<file path="config.mk">
export PLATFORM = sky130hd
export DESIGN_NAME = bounded_array_list
export DESIGN_NICKNAME = d
export VERILOG_FILES = /design/src/rtl/bal_pkg.sv /design/src/rtl/bal_cell.sv /design/src/rtl/bounded_array_list.sv
export SDC_FILE = /design/constraint.sdc
export NUM_CORES = 2
export LEC_CHECK = 0
export BUFFER_PORTS_ARGS = -buffer_cell sky130_fd_sc_hd__clkbuf_2
export CORE_ASPECT_RATIO = 2
export CORE_MARGIN = 10
export CORE_UTILIZATION = 70
export CTS_CLUSTER_DIAMETER = 60
export DETAILED_ROUTE_END_ITERATION = 12
export GPL_TIMING_DRIVEN = 0
export PLACE_DENSITY = 0.9
export SYNTH_ARGS = -nofsm -noshare
export SYNTH_HDL_FRONTEND = slang
export SYNTH_HIERARCHICAL = 1
export SYNTH_SLANG_ARGS = --single-unit
</file>
<file path="constraint.sdc">
create_clock -name clk -period 21.9 [get_ports clk]
set_input_delay 2.19 -clock clk [delete_from_list [all_inputs] [get_ports clk]]
set_output_delay 2.19 -clock clk [all_outputs]
set_load 0.1 [all_outputs]
</file>
<file path="src/rtl/bal_pkg.sv">
`timescale 1ns / 1ps
// ----------------------------------------------------------------------------
// bal_pkg
// Shared types and constants for the bounded array list: request codes,
// result status codes, the per-cell shift command and the controller states.
// ----------------------------------------------------------------------------
package bal_pkg;

    // Field widths of the request and result transfers.
    localparam int WORD_W    = 32;
    localparam int FUNC_W    = 3;
    localparam int POS_W     = 4;
    localparam int STAT_W    = 2;
    localparam int SLOT_W    = 4;
    localparam int CNT_OUT_W = 5;

    // A display shows at most this many entries.
    localparam int RES_LIMIT = 16;

    // Request codes.
    typedef enum logic [FUNC_W-1:0] {
        FN_APPEND   = 3'd0,
        FN_INSERT   = 3'd1,
        FN_DEL_LAST = 3'd2,
        FN_DEL_AT   = 3'd3,
        FN_SHOW     = 3'd4
    } func_t;

    // Result status codes.
    typedef enum logic [STAT_W-1:0] {
        STAT_OK    = 2'd0,
        STAT_FULL  = 2'd1,
        STAT_RANGE = 2'd2,
        STAT_EMPTY = 2'd3
    } status_t;

    // Command broadcast to every cell of the chain.
    typedef enum logic [2:0] {
        CELL_HOLD   = 3'd0,
        CELL_APPEND = 3'd1,
        CELL_INSERT = 3'd2,
        CELL_DELETE = 3'd3,
        CELL_ROTATE = 3'd4
    } cell_op_t;

    // Controller states, one-hot.
    typedef enum logic [1:0] {
        ST_IDLE = 2'b01,
        ST_SHOW = 2'b10
    } state_t;

endpackage

</file>
<file path="src/rtl/bal_cell.sv">
`timescale 1ns / 1ps
// ----------------------------------------------------------------------------
// bal_cell
// One storage cell of the list chain. It holds the entry at its own index and
// decides from the broadcast command whether to keep it, load the new word,
// take the lower neighbor (open a gap), take the upper neighbor (close a gap)
// or take the head entry (wrap-around during a display rotation).
// ----------------------------------------------------------------------------
module bal_cell #(
    parameter int CAPACITY = 16,
    parameter int IDX      = 0
) (
    input  logic                                       clk,
    input  bal_pkg::cell_op_t                          op,
    input  logic [bal_pkg::POS_W-1:0]                  pos,
    input  logic [$clog2(CAPACITY+1)-1:0]              count,
    input  logic [bal_pkg::WORD_W-1:0]                 word,
    input  logic [bal_pkg::WORD_W-1:0]                 lower,
    input  logic [bal_pkg::WORD_W-1:0]                 upper,
    input  logic [bal_pkg::WORD_W-1:0]                 first,
    output logic [bal_pkg::WORD_W-1:0]                 data
);
    import bal_pkg::*;

    localparam int CW = $clog2(CAPACITY + 1);
    localparam int LW = (CW > POS_W + 1) ? CW : POS_W + 1;

    localparam logic [LW-1:0] IDX_V = LW'(IDX);

    logic [WORD_W-1:0] data_reg;
    logic [WORD_W-1:0] data_next;
    logic [LW-1:0]     pos_ext;
    logic [LW-1:0]     cnt_ext;

    assign pos_ext = LW'(pos);
    assign cnt_ext = LW'(count);

    // Pick the next content of this cell from the command and its index.
    always_comb
    begin
        data_next = data_reg;
        unique case (op)
            CELL_HOLD:
            begin
                data_next = data_reg;
            end
            CELL_APPEND:
            begin
                if (IDX_V == cnt_ext)
                    data_next = word;
            end
            CELL_INSERT:
            begin
                if (IDX_V == pos_ext)
                    data_next = word;
                else if (IDX_V > pos_ext && IDX_V <= cnt_ext)
                    data_next = lower;
            end
            CELL_DELETE:
            begin
                if (IDX_V >= pos_ext && IDX_V + LW'(1) < cnt_ext)
                    data_next = upper;
            end
            CELL_ROTATE:
            begin
                if (IDX_V + LW'(1) < cnt_ext)
                    data_next = upper;
                else if (IDX_V + LW'(1) == cnt_ext)
                    data_next = first;
            end
            default:
            begin
                data_next = data_reg;
            end
        endcase
    end

    // Entry storage; contents are undefined until written.
    always_ff @(posedge clk)
    begin
        data_reg <= data_next;
    end

    assign data = data_reg;

endmodule

</file>
<file path="src/rtl/bounded_array_list.sv">
`timescale 1ns / 1ps
// ----------------------------------------------------------------------------
// bounded_array_list
// Ordered list of up to CAPACITY signed words held in a chain of cells.
// ----------------------------------------------------------------------------
// Usage:
// A request (func, position, word_in) is a transfer on in_valid/in_ready.
// Results are transfers on out_valid/out_ready, each carrying status,
// word_out, slot, entries_now and final_item; final_item marks the last
// result of a request.
// Append, insert, delete-last, delete-at-index, a rejected request and the
// display of an empty list each give one result, which sits in the output
// register in the cycle after the request transfer.
// Edits update the cells of the chain together from one broadcast command;
// delete-last only lowers the count. A display of a non-empty list rotates
// the chain one cell per cycle, held while a shown entry waits at a stalled
// receiver, and shows the head cell while within the limit; at most the first 16
// entries are shown, the remaining rotations restore the original order.
// in_ready is high only when no display is running and the output register
// is empty or being emptied, so one request is in work at a time.
// A stalled receiver holds the result in the output register and freezes
// the display rotation while entries remain to be shown. Reset empties the
// list and the output register; entry contents are not cleared.
// ----------------------------------------------------------------------------
module bounded_array_list #(
    parameter int CAPACITY = 16
) (
    input  logic                                  clk,
    input  logic                                  rst_n,
    input  logic                                  in_valid,
    output logic                                  in_ready,
    input  logic [bal_pkg::FUNC_W-1:0]            func,
    input  logic [bal_pkg::POS_W-1:0]             position,
    input  logic signed [bal_pkg::WORD_W-1:0]     word_in,
    output logic                                  out_valid,
    input  logic                                  out_ready,
    output logic [bal_pkg::STAT_W-1:0]            status,
    output logic signed [bal_pkg::WORD_W-1:0]     word_out,
    output logic [bal_pkg::SLOT_W-1:0]            slot,
    output logic [bal_pkg::CNT_OUT_W-1:0]         entries_now,
    output logic                                  final_item
);
    import bal_pkg::*;

    localparam int CW = $clog2(CAPACITY + 1);
    localparam int LW = (CW > CNT_OUT_W) ? CW : CNT_OUT_W;

    localparam logic [LW-1:0] CAP_V   = LW'(CAPACITY);
    localparam logic [LW-1:0] LIMIT_V = LW'(RES_LIMIT);

    // Controller state.
    state_t          state_reg, state_next;
    logic [CW-1:0]   count_reg, count_next;
    logic [CW-1:0]   rot_reg, rot_next;

    // Output register.
    logic                 out_valid_reg, out_valid_next;
    status_t              status_reg, status_next;
    logic [WORD_W-1:0]    word_reg, word_next;
    logic [SLOT_W-1:0]    slot_reg, slot_next;
    logic [CNT_OUT_W-1:0] cnt_out_reg, cnt_out_next;
    logic                 final_reg, final_next;

    // Chain wiring.
    cell_op_t          cell_op;
    logic [WORD_W-1:0] cell_data [CAPACITY];

    logic          accept;
    logic          out_free;
    logic [LW-1:0] cnt_ext;
    logic [LW-1:0] pos_ext;
    logic [LW-1:0] rot_ext;
    logic [LW-1:0] show_n;
    logic          emit;
    logic [LW-1:0] new_cnt_ext;

    assign out_free = !out_valid_reg || out_ready;
    assign in_ready = (state_reg == ST_IDLE) && out_free;
    assign accept   = in_valid && in_ready;
    assign cnt_ext  = LW'(count_reg);
    assign pos_ext  = LW'(position);
    assign rot_ext  = LW'(rot_reg);
    assign show_n   = (cnt_ext < LIMIT_V) ? cnt_ext : LIMIT_V;
    assign emit     = rot_ext < LIMIT_V;

    // Chain of cells, each handing its entry to its neighbors.
    for (genvar g = 0; g < CAPACITY; g++)
    begin : g_cell
        logic [WORD_W-1:0] lower_w;
        logic [WORD_W-1:0] upper_w;

        if (g == 0)
        begin : g_low_end
            assign lower_w = '0;
        end
        else
        begin : g_low_link
            assign lower_w = cell_data[g-1];
        end

        if (g == CAPACITY - 1)
        begin : g_high_end
            assign upper_w = cell_data[g];
        end
        else
        begin : g_high_link
            assign upper_w = cell_data[g+1];
        end

        bal_cell #(
            .CAPACITY (CAPACITY),
            .IDX      (g)
        ) u_cell (
            .clk   (clk),
            .op    (cell_op),
            .pos   (position),
            .count (count_reg),
            .word  (word_in),
            .lower (lower_w),
            .upper (upper_w),
            .first (cell_data[0]),
            .data  (cell_data[g])
        );
    end

    // Request decode, display sequencing and output register loading.
    always_comb
    begin
        state_next     = state_reg;
        count_next     = count_reg;
        rot_next       = rot_reg;
        cell_op        = CELL_HOLD;
        out_valid_next = out_valid_reg && !out_ready;
        status_next    = status_reg;
        word_next      = word_reg;
        slot_next      = slot_reg;
        cnt_out_next   = cnt_out_reg;
        final_next     = final_reg;
        new_cnt_ext    = '0;

        unique case (state_reg)
            ST_IDLE:
            begin
                if (accept)
                begin
                    status_next = STAT_OK;
                    unique case (func)
                        FN_APPEND:
                        begin
                            if (cnt_ext >= CAP_V)
                                status_next = STAT_FULL;
                            else
                            begin
                                cell_op    = CELL_APPEND;
                                count_next = count_reg + CW'(1);
                            end
                        end
                        FN_INSERT:
                        begin
                            if (cnt_ext >= CAP_V)
                                status_next = STAT_FULL;
                            else if (pos_ext >= cnt_ext)
                                status_next = STAT_RANGE;
                            else
                            begin
                                cell_op    = CELL_INSERT;
                                count_next = count_reg + CW'(1);
                            end
                        end
                        FN_DEL_LAST:
                        begin
                            if (count_reg == '0)
                                status_next = STAT_EMPTY;
                            else
                                count_next = count_reg - CW'(1);
                        end
                        FN_DEL_AT:
                        begin
                            if (count_reg == '0)
                                status_next = STAT_EMPTY;
                            else if (pos_ext >= cnt_ext)
                                status_next = STAT_RANGE;
                            else
                            begin
                                cell_op    = CELL_DELETE;
                                count_next = count_reg - CW'(1);
                            end
                        end
                        FN_SHOW:
                        begin
                            if (count_reg == '0)
                                status_next = STAT_EMPTY;
                            else
                            begin
                                state_next = ST_SHOW;
                                rot_next   = '0;
                            end
                        end
                        default:
                        begin
                            status_next = STAT_OK;
                        end
                    endcase

                    // A non-empty display delivers its results from ST_SHOW.
                    if (!(func == FN_SHOW && count_reg != '0))
                    begin
                        new_cnt_ext    = LW'(count_next);
                        out_valid_next = 1'b1;
                        word_next      = '0;
                        slot_next      = '0;
                        cnt_out_next   = new_cnt_ext[CNT_OUT_W-1:0];
                        final_next     = 1'b1;
                    end
                end
            end
            ST_SHOW:
            begin
                // Rotate by one; show the head cell while within the limit.
                if (out_free || !emit)
                begin
                    cell_op  = CELL_ROTATE;
                    rot_next = rot_reg + CW'(1);
                    if (emit)
                    begin
                        out_valid_next = 1'b1;
                        status_next    = STAT_OK;
                        word_next      = cell_data[0];
                        slot_next      = rot_ext[SLOT_W-1:0];
                        cnt_out_next   = cnt_ext[CNT_OUT_W-1:0];
                        final_next     = (rot_ext + LW'(1) == show_n);
                    end
                    if (rot_ext + LW'(1) == cnt_ext)
                        state_next = ST_IDLE;
                end
            end
            default:
            begin
                state_next = ST_IDLE;
            end
        endcase
    end

    // Control registers.
    always_ff @(posedge clk or negedge rst_n)
    begin
        if (!rst_n)
        begin
            state_reg     <= ST_IDLE;
            count_reg     <= '0;
            rot_reg       <= '0;
            out_valid_reg <= 1'b0;
        end
        else
        begin
            state_reg     <= state_next;
            count_reg     <= count_next;
            rot_reg       <= rot_next;
            out_valid_reg <= out_valid_next;
        end
    end

    // Result payload registers.
    always_ff @(posedge clk)
    begin
        status_reg  <= status_next;
        word_reg    <= word_next;
        slot_reg    <= slot_next;
        cnt_out_reg <= cnt_out_next;
        final_reg   <= final_next;
    end

    assign out_valid   = out_valid_reg;
    assign status      = status_reg;
    assign word_out    = word_reg;
    assign slot        = slot_reg;
    assign entries_now = cnt_out_reg;
    assign final_item  = final_reg;

`ifndef ASSERT_OFF
    // The entry count never exceeds the capacity.
    a_count_bound: assert property (@(posedge clk) disable iff (!rst_n)
        cnt_ext <= CAP_V)
        else $error("entry count above capacity");

    // The entry count only changes on an accepted request.
    a_count_stable: assert property (@(posedge clk) disable iff (!rst_n)
        !accept |=> $stable(count_reg))
        else $error("entry count changed without a request");

    // A display never runs on an empty list.
    a_show_nonempty: assert property (@(posedge clk) disable iff (!rst_n)
        state_reg == ST_SHOW |-> count_reg != '0)
        else $error("display running on an empty list");

    // The rotation counter stays below the entry count during a display.
    a_rot_bound: assert property (@(posedge clk) disable iff (!rst_n)
        state_reg == ST_SHOW |-> rot_reg < count_reg)
        else $error("display rotation past the list end");
`endif

endmodule
</file>
==> flow_summary.toml, run 1 <==
[grt]
grt_pass1_vias = 56980
grt_pass1_wl_um = 425500
grt_use_total_pct = 69.06
grt_max_degree = 52
overflow = 130

[die]
start_util_pct = 70.37
fp.dieH_um = 399.1
num_rows = 139
pin_count = 89
dieWidth_um = 209.5

[synthesis]
synth.area.top_cells = "edfxtp_1 33%, a31oi_1 4.5%, mux2i_1 3.7%"
yosysSeqAreaShare_pct = 33.84
yosysTopAreaCellShare_pct = 33.19
syn_inst = 5019
synth_edf_count = 556
synth_area_sq_um = 50300
synth_warnings = 6
ys.flop_type = "edfxtp_1"
synth_common_cells = "556 x edfxtp_1, 362 x a31oi_1, 356 x nor2_1"
syn_area_per_cell_sq_um = 10.02
async_flop_share_pct = 2.285
yosysMostFrequentCell = "edfxtp_1"
yosys.area.top_type = "edfxtp_1"
synth_seq_cells = 569
yosysUniqueCellTypes = 129

[placement]
dp_hpwl_um = 184300
port_buffers = 88
routabilityCongestion = 1.170

[clock_tree]
cts_max_path_buffers = 3
cts-root-buf = "clkbuf_16"
cts_num_sinks = 569
cts_resized = 0
hold_buffers = 0
post_cts_buffers = 0
cts-buffers-inserted = 56
htree_levels = 2

[run_status]
stop_stage = "global routing"
firstError = "[ERROR GRT-0116] Global routing finished with congestion. Check the congestion regions in the DRC Viewer."
status = "stopped before the end"
-- stage by stage --
| step | util, % | setup WS (ns) | area [sq um] | hold WS [ns] | std cells |
|---|---|---|---|---|---|
| floorplan | - | 11.45 | 50420 | 0.5266 | 5050 |
| global placement | 72.75 | 3.233 | 52000 | 0.5806 | 6054 |
| detailed placement | 75.12 | 13.67 | 53700 | 0.6055 | 6124 |
| CTS | 77.82 | 14.36 | 55620 | 0.6206 | 6228 |
-- logic make-up after synthesis --
logic type               Yosys count  synth area share, %
flip-flops                       569                33.84
AO/OA/AOI/OAI                   1898                30.07
adder cells (fa/ha/maj)           11               0.2736
XOR/XNOR                           8               0.1393
AND/OR/NAND/NOR                 1484                19.33
buffers and inverters            666                7.365
other                              1             0.007455
multiplexers                     382                8.967
-- per-layer routing --
layer | global-route usage, % | GRT overflow
met5 | 16.81 | 1
met4 | 72.24 | 51
met3 | 51.67 | 6
met2 | 89.36 | 69
met1 | 65.75 | 3
==> inputs of run 2 (changes only) <==
Settings changed: CORE_ASPECT_RATIO 2 to unset, CORE_UTILIZATION 70 to 40, CTS_CLUSTER_DIAMETER 60 to unset, PLACE_DENSITY 0.9 to unset, PLACE_DENSITY_LB_ADDON set to 0.15.
==> run 2 against run 1 <==
The flow now finishes, with violations (capacitance limit, slew limit). Synthesized cell count unchanged. Synthesized area unchanged.
==> flow_summary.toml, run 2 <==
[run_status]
status = "finished, violations left"
violations = "capacitance limit, slew limit"

[route]
drc = 0
ant_nets = 0
wl_met3_um = 30180
via_per_inst = 7.147
wirelength_um = 251400
dr_wl_met2_um = 106200
met1_length_um = 99310
dr.pass1.iters = 7
dr.max_layer_used = "met5"
first_iter_violations = 7844
wl_per_cell_um = 35.80
vias = 50200

[critical_path]
timing.critical_path.required_ns = 22.31
reg2reg_slack_ns = 15.15
critPathMaxFanout = 29
cp-start-kind = "input port"
worstSetupPathType = "in -> reg"
cp-end-kind = "flip-flop"
arrival_ns = 8.03

[power_and_ir_drop]
p_per_area_nw_per_um2 = 88.92
p_leak_nw = 19.01
vdd_drop_max_mv = 0.05993
total_power_w = 0.005110

[job]
drv_cap = 4

[timing]
tns_ns = 0
slew_viol_final = 111
relSlewSlack_pct = -2.454
fmax_mhz = 131.3
holdWs_ns = 0.5961
finClkSkew_ns = 0.03635
fin_ws_ns = 14.28
worstMarginPinSlew_ns = 1.537
fin_crit_sh_pct = 34.79
hold_violations = 0
min_period_ns = 7.619
grt_setup_unrepaired = "false"
setup_violations = 0

[grt]
antenna_found_initial = 14
grt_max_degree = 52
grt_pass1_wl_um = 354200
grt_use_total_pct = 33.95
overflow = 0
grt_pass1_vias = 46700

[synthesis]
async_flop_share_pct = 2.285
synth_warnings = 6
synth_area_sq_um = 50300
ys.flop_type = "edfxtp_1"
yosysMostFrequentCell = "edfxtp_1"
yosysUniqueCellTypes = 129
yosysSeqAreaShare_pct = 33.84
syn_inst = 5019
synth_seq_cells = 569
synth_edf_count = 556
synth.area.top_cells = "edfxtp_1 33%, a31oi_1 4.5%, mux2i_1 3.7%"
synth_common_cells = "556 x edfxtp_1, 362 x a31oi_1, 356 x nor2_1"
yosysTopAreaCellShare_pct = 33.19
yosys.area.top_type = "edfxtp_1"
syn_area_per_cell_sq_um = 10.02

[die]
pin_count = 89
coreArea_sq_um = 125200
num_rows = 130
die-area_sq_um = 140300
start_util_pct = 40.16
fp.dieH_um = 374.6
dieWidth_um = 374.6

[clock_tree]
clkTransAtPathRegs_ns = 0.06
cts_max_path_buffers = 3
clk_latency_ns = 0.72
hold_buffers = 0
cts-root-buf = "clkbuf_16"
htree_levels = 3
post_cts_buffers = 0
cts_num_sinks = 569
cts-buffers-inserted = 74
cts_tree = "built"
cts_resized = 0

[final_layout]
final_cell_mix = "556 x edfxtp_1, 362 x a31oi_1, 356 x nor2_1, 313 x clkbuf_1, 247 x a21oi_1"
final_common_cell = "edfxtp_1"
drive_above_1_share_pct = 24.20
fillCellCount = 11870
largest_reg_flops = 512
nets = 5364
synthToLayoutAreaGrowth_pct = 14.26

[worst_hold_path]
hp-class = "reg -> reg"

[placement]
routabilityCongestion = 0.9415
dp_hpwl_um = 180500
port_buffers = 88
dp_slack_ns = 13.74
-- run 2: final timing paths --
kind	from	to	cells after the start
worst max-delay path	position[0]	g_cell[6].u_cell/data[13]$_DFFE_PP_	19
worst min-delay path	state_reg[0]$_DFFE_PN1P_	state_reg[0]$_DFFE_PN1P_	2
worst max register to register	cnt_ext[2]$_DFFE_PN0P_	g_cell[6].u_cell/data[13]$_DFFE_PP_	20
worst min register to register	state_reg[0]$_DFFE_PN1P_	state_reg[0]$_DFFE_PN1P_	2
max in group asynchronous	rst_n	state_reg[0]$_DFFE_PN1P_	1
min in group asynchronous	rst_n	cnt_ext[4]$_DFFE_PN0P_	1
-- run 2: cells by family (layout without fill, tap and decap cells) --
logic type / count (synthesis) / count (layout) / share of synthesized area, %
AO/OA/AOI/OAI: 1898 / 1898 / 30.07
XOR/XNOR: 8 / 8 / 0.1393
adder cells (fa/ha/maj): 11 / 11 / 0.2736
buffers and inverters: 666 / 980 / 7.365
flip-flops: 569 / 569 / 33.84
multiplexers: 382 / 382 / 8.967
other: 1 / 42 / 0.007455
AND/OR/NAND/NOR: 1484 / 1484 / 19.33
-- run 2: critical path, stage by stage --
cell,delay (ns)
clkbuf_2,0.96
inv_1,0.12
ha_1,0.34
nand2b_4,0.16
a2111o_1,0.47
nand3_1,0.23
nand4_1,0.19
a211oi_4,0.62
buf_8,0.27
buf_16,0.18
buf_16,0.16
buf_6,0.17
clkbuf_1,0.44
nor2_1,0.11
nor2_1,0.12
a21oi_1,0.07
nor3b_2,0.71
buf_6,0.25
buf_6,0.17
-- run 2: area by class of cell --
class	instances	area (sq um)	area share (%)
Antenna cell	10	25.02	0.04354
Buffer	607	3483	6.061
Clock buffer	100	1992	3.466
Clock inverter	30	220.2	0.3832
Inverter	59	221.5	0.3853
Multi-Input combinational cell	3815	29840	51.92
Sequential cell	569	17040	29.64
Tap cell	1650	2064	3.592
Timing Repair Buffer	184	2592	4.511
-- run 2: power breakdown --
part / total, W / internal, W / switching [W]
Clock: 0.00120 / 0.000650 / 0.000546
Sequential: 0.00165 / 0.00143 / 0.000227
Combinational: 0.00226 / 0.000709 / 0.00155
Total: 0.00511 / 0.00278 / 0.00233
-- run 2: layer usage --
layer,track usage [%],up-vias
li1,-,20980
met1,45.85,24880
met2,50.23,3661
met3,7.540,674
met4,18.05,2
met5,0,-
-- run 2: stage by stage --
| step | instances | util, % | instance area [sq um] |
|---|---|---|---|
| floorplan | 5050 | - | 50420 |
| global placement | 6788 | 42.25 | 52920 |
| detailed placement | 6881 | 44.05 | 55170 |
| CTS | 7011 | 45.82 | 57390 |
| global route | 7017 | 45.87 | 57460 |
| finish | 7024 | 45.89 | 57470 |
Power figures use the tool's default switching activity.
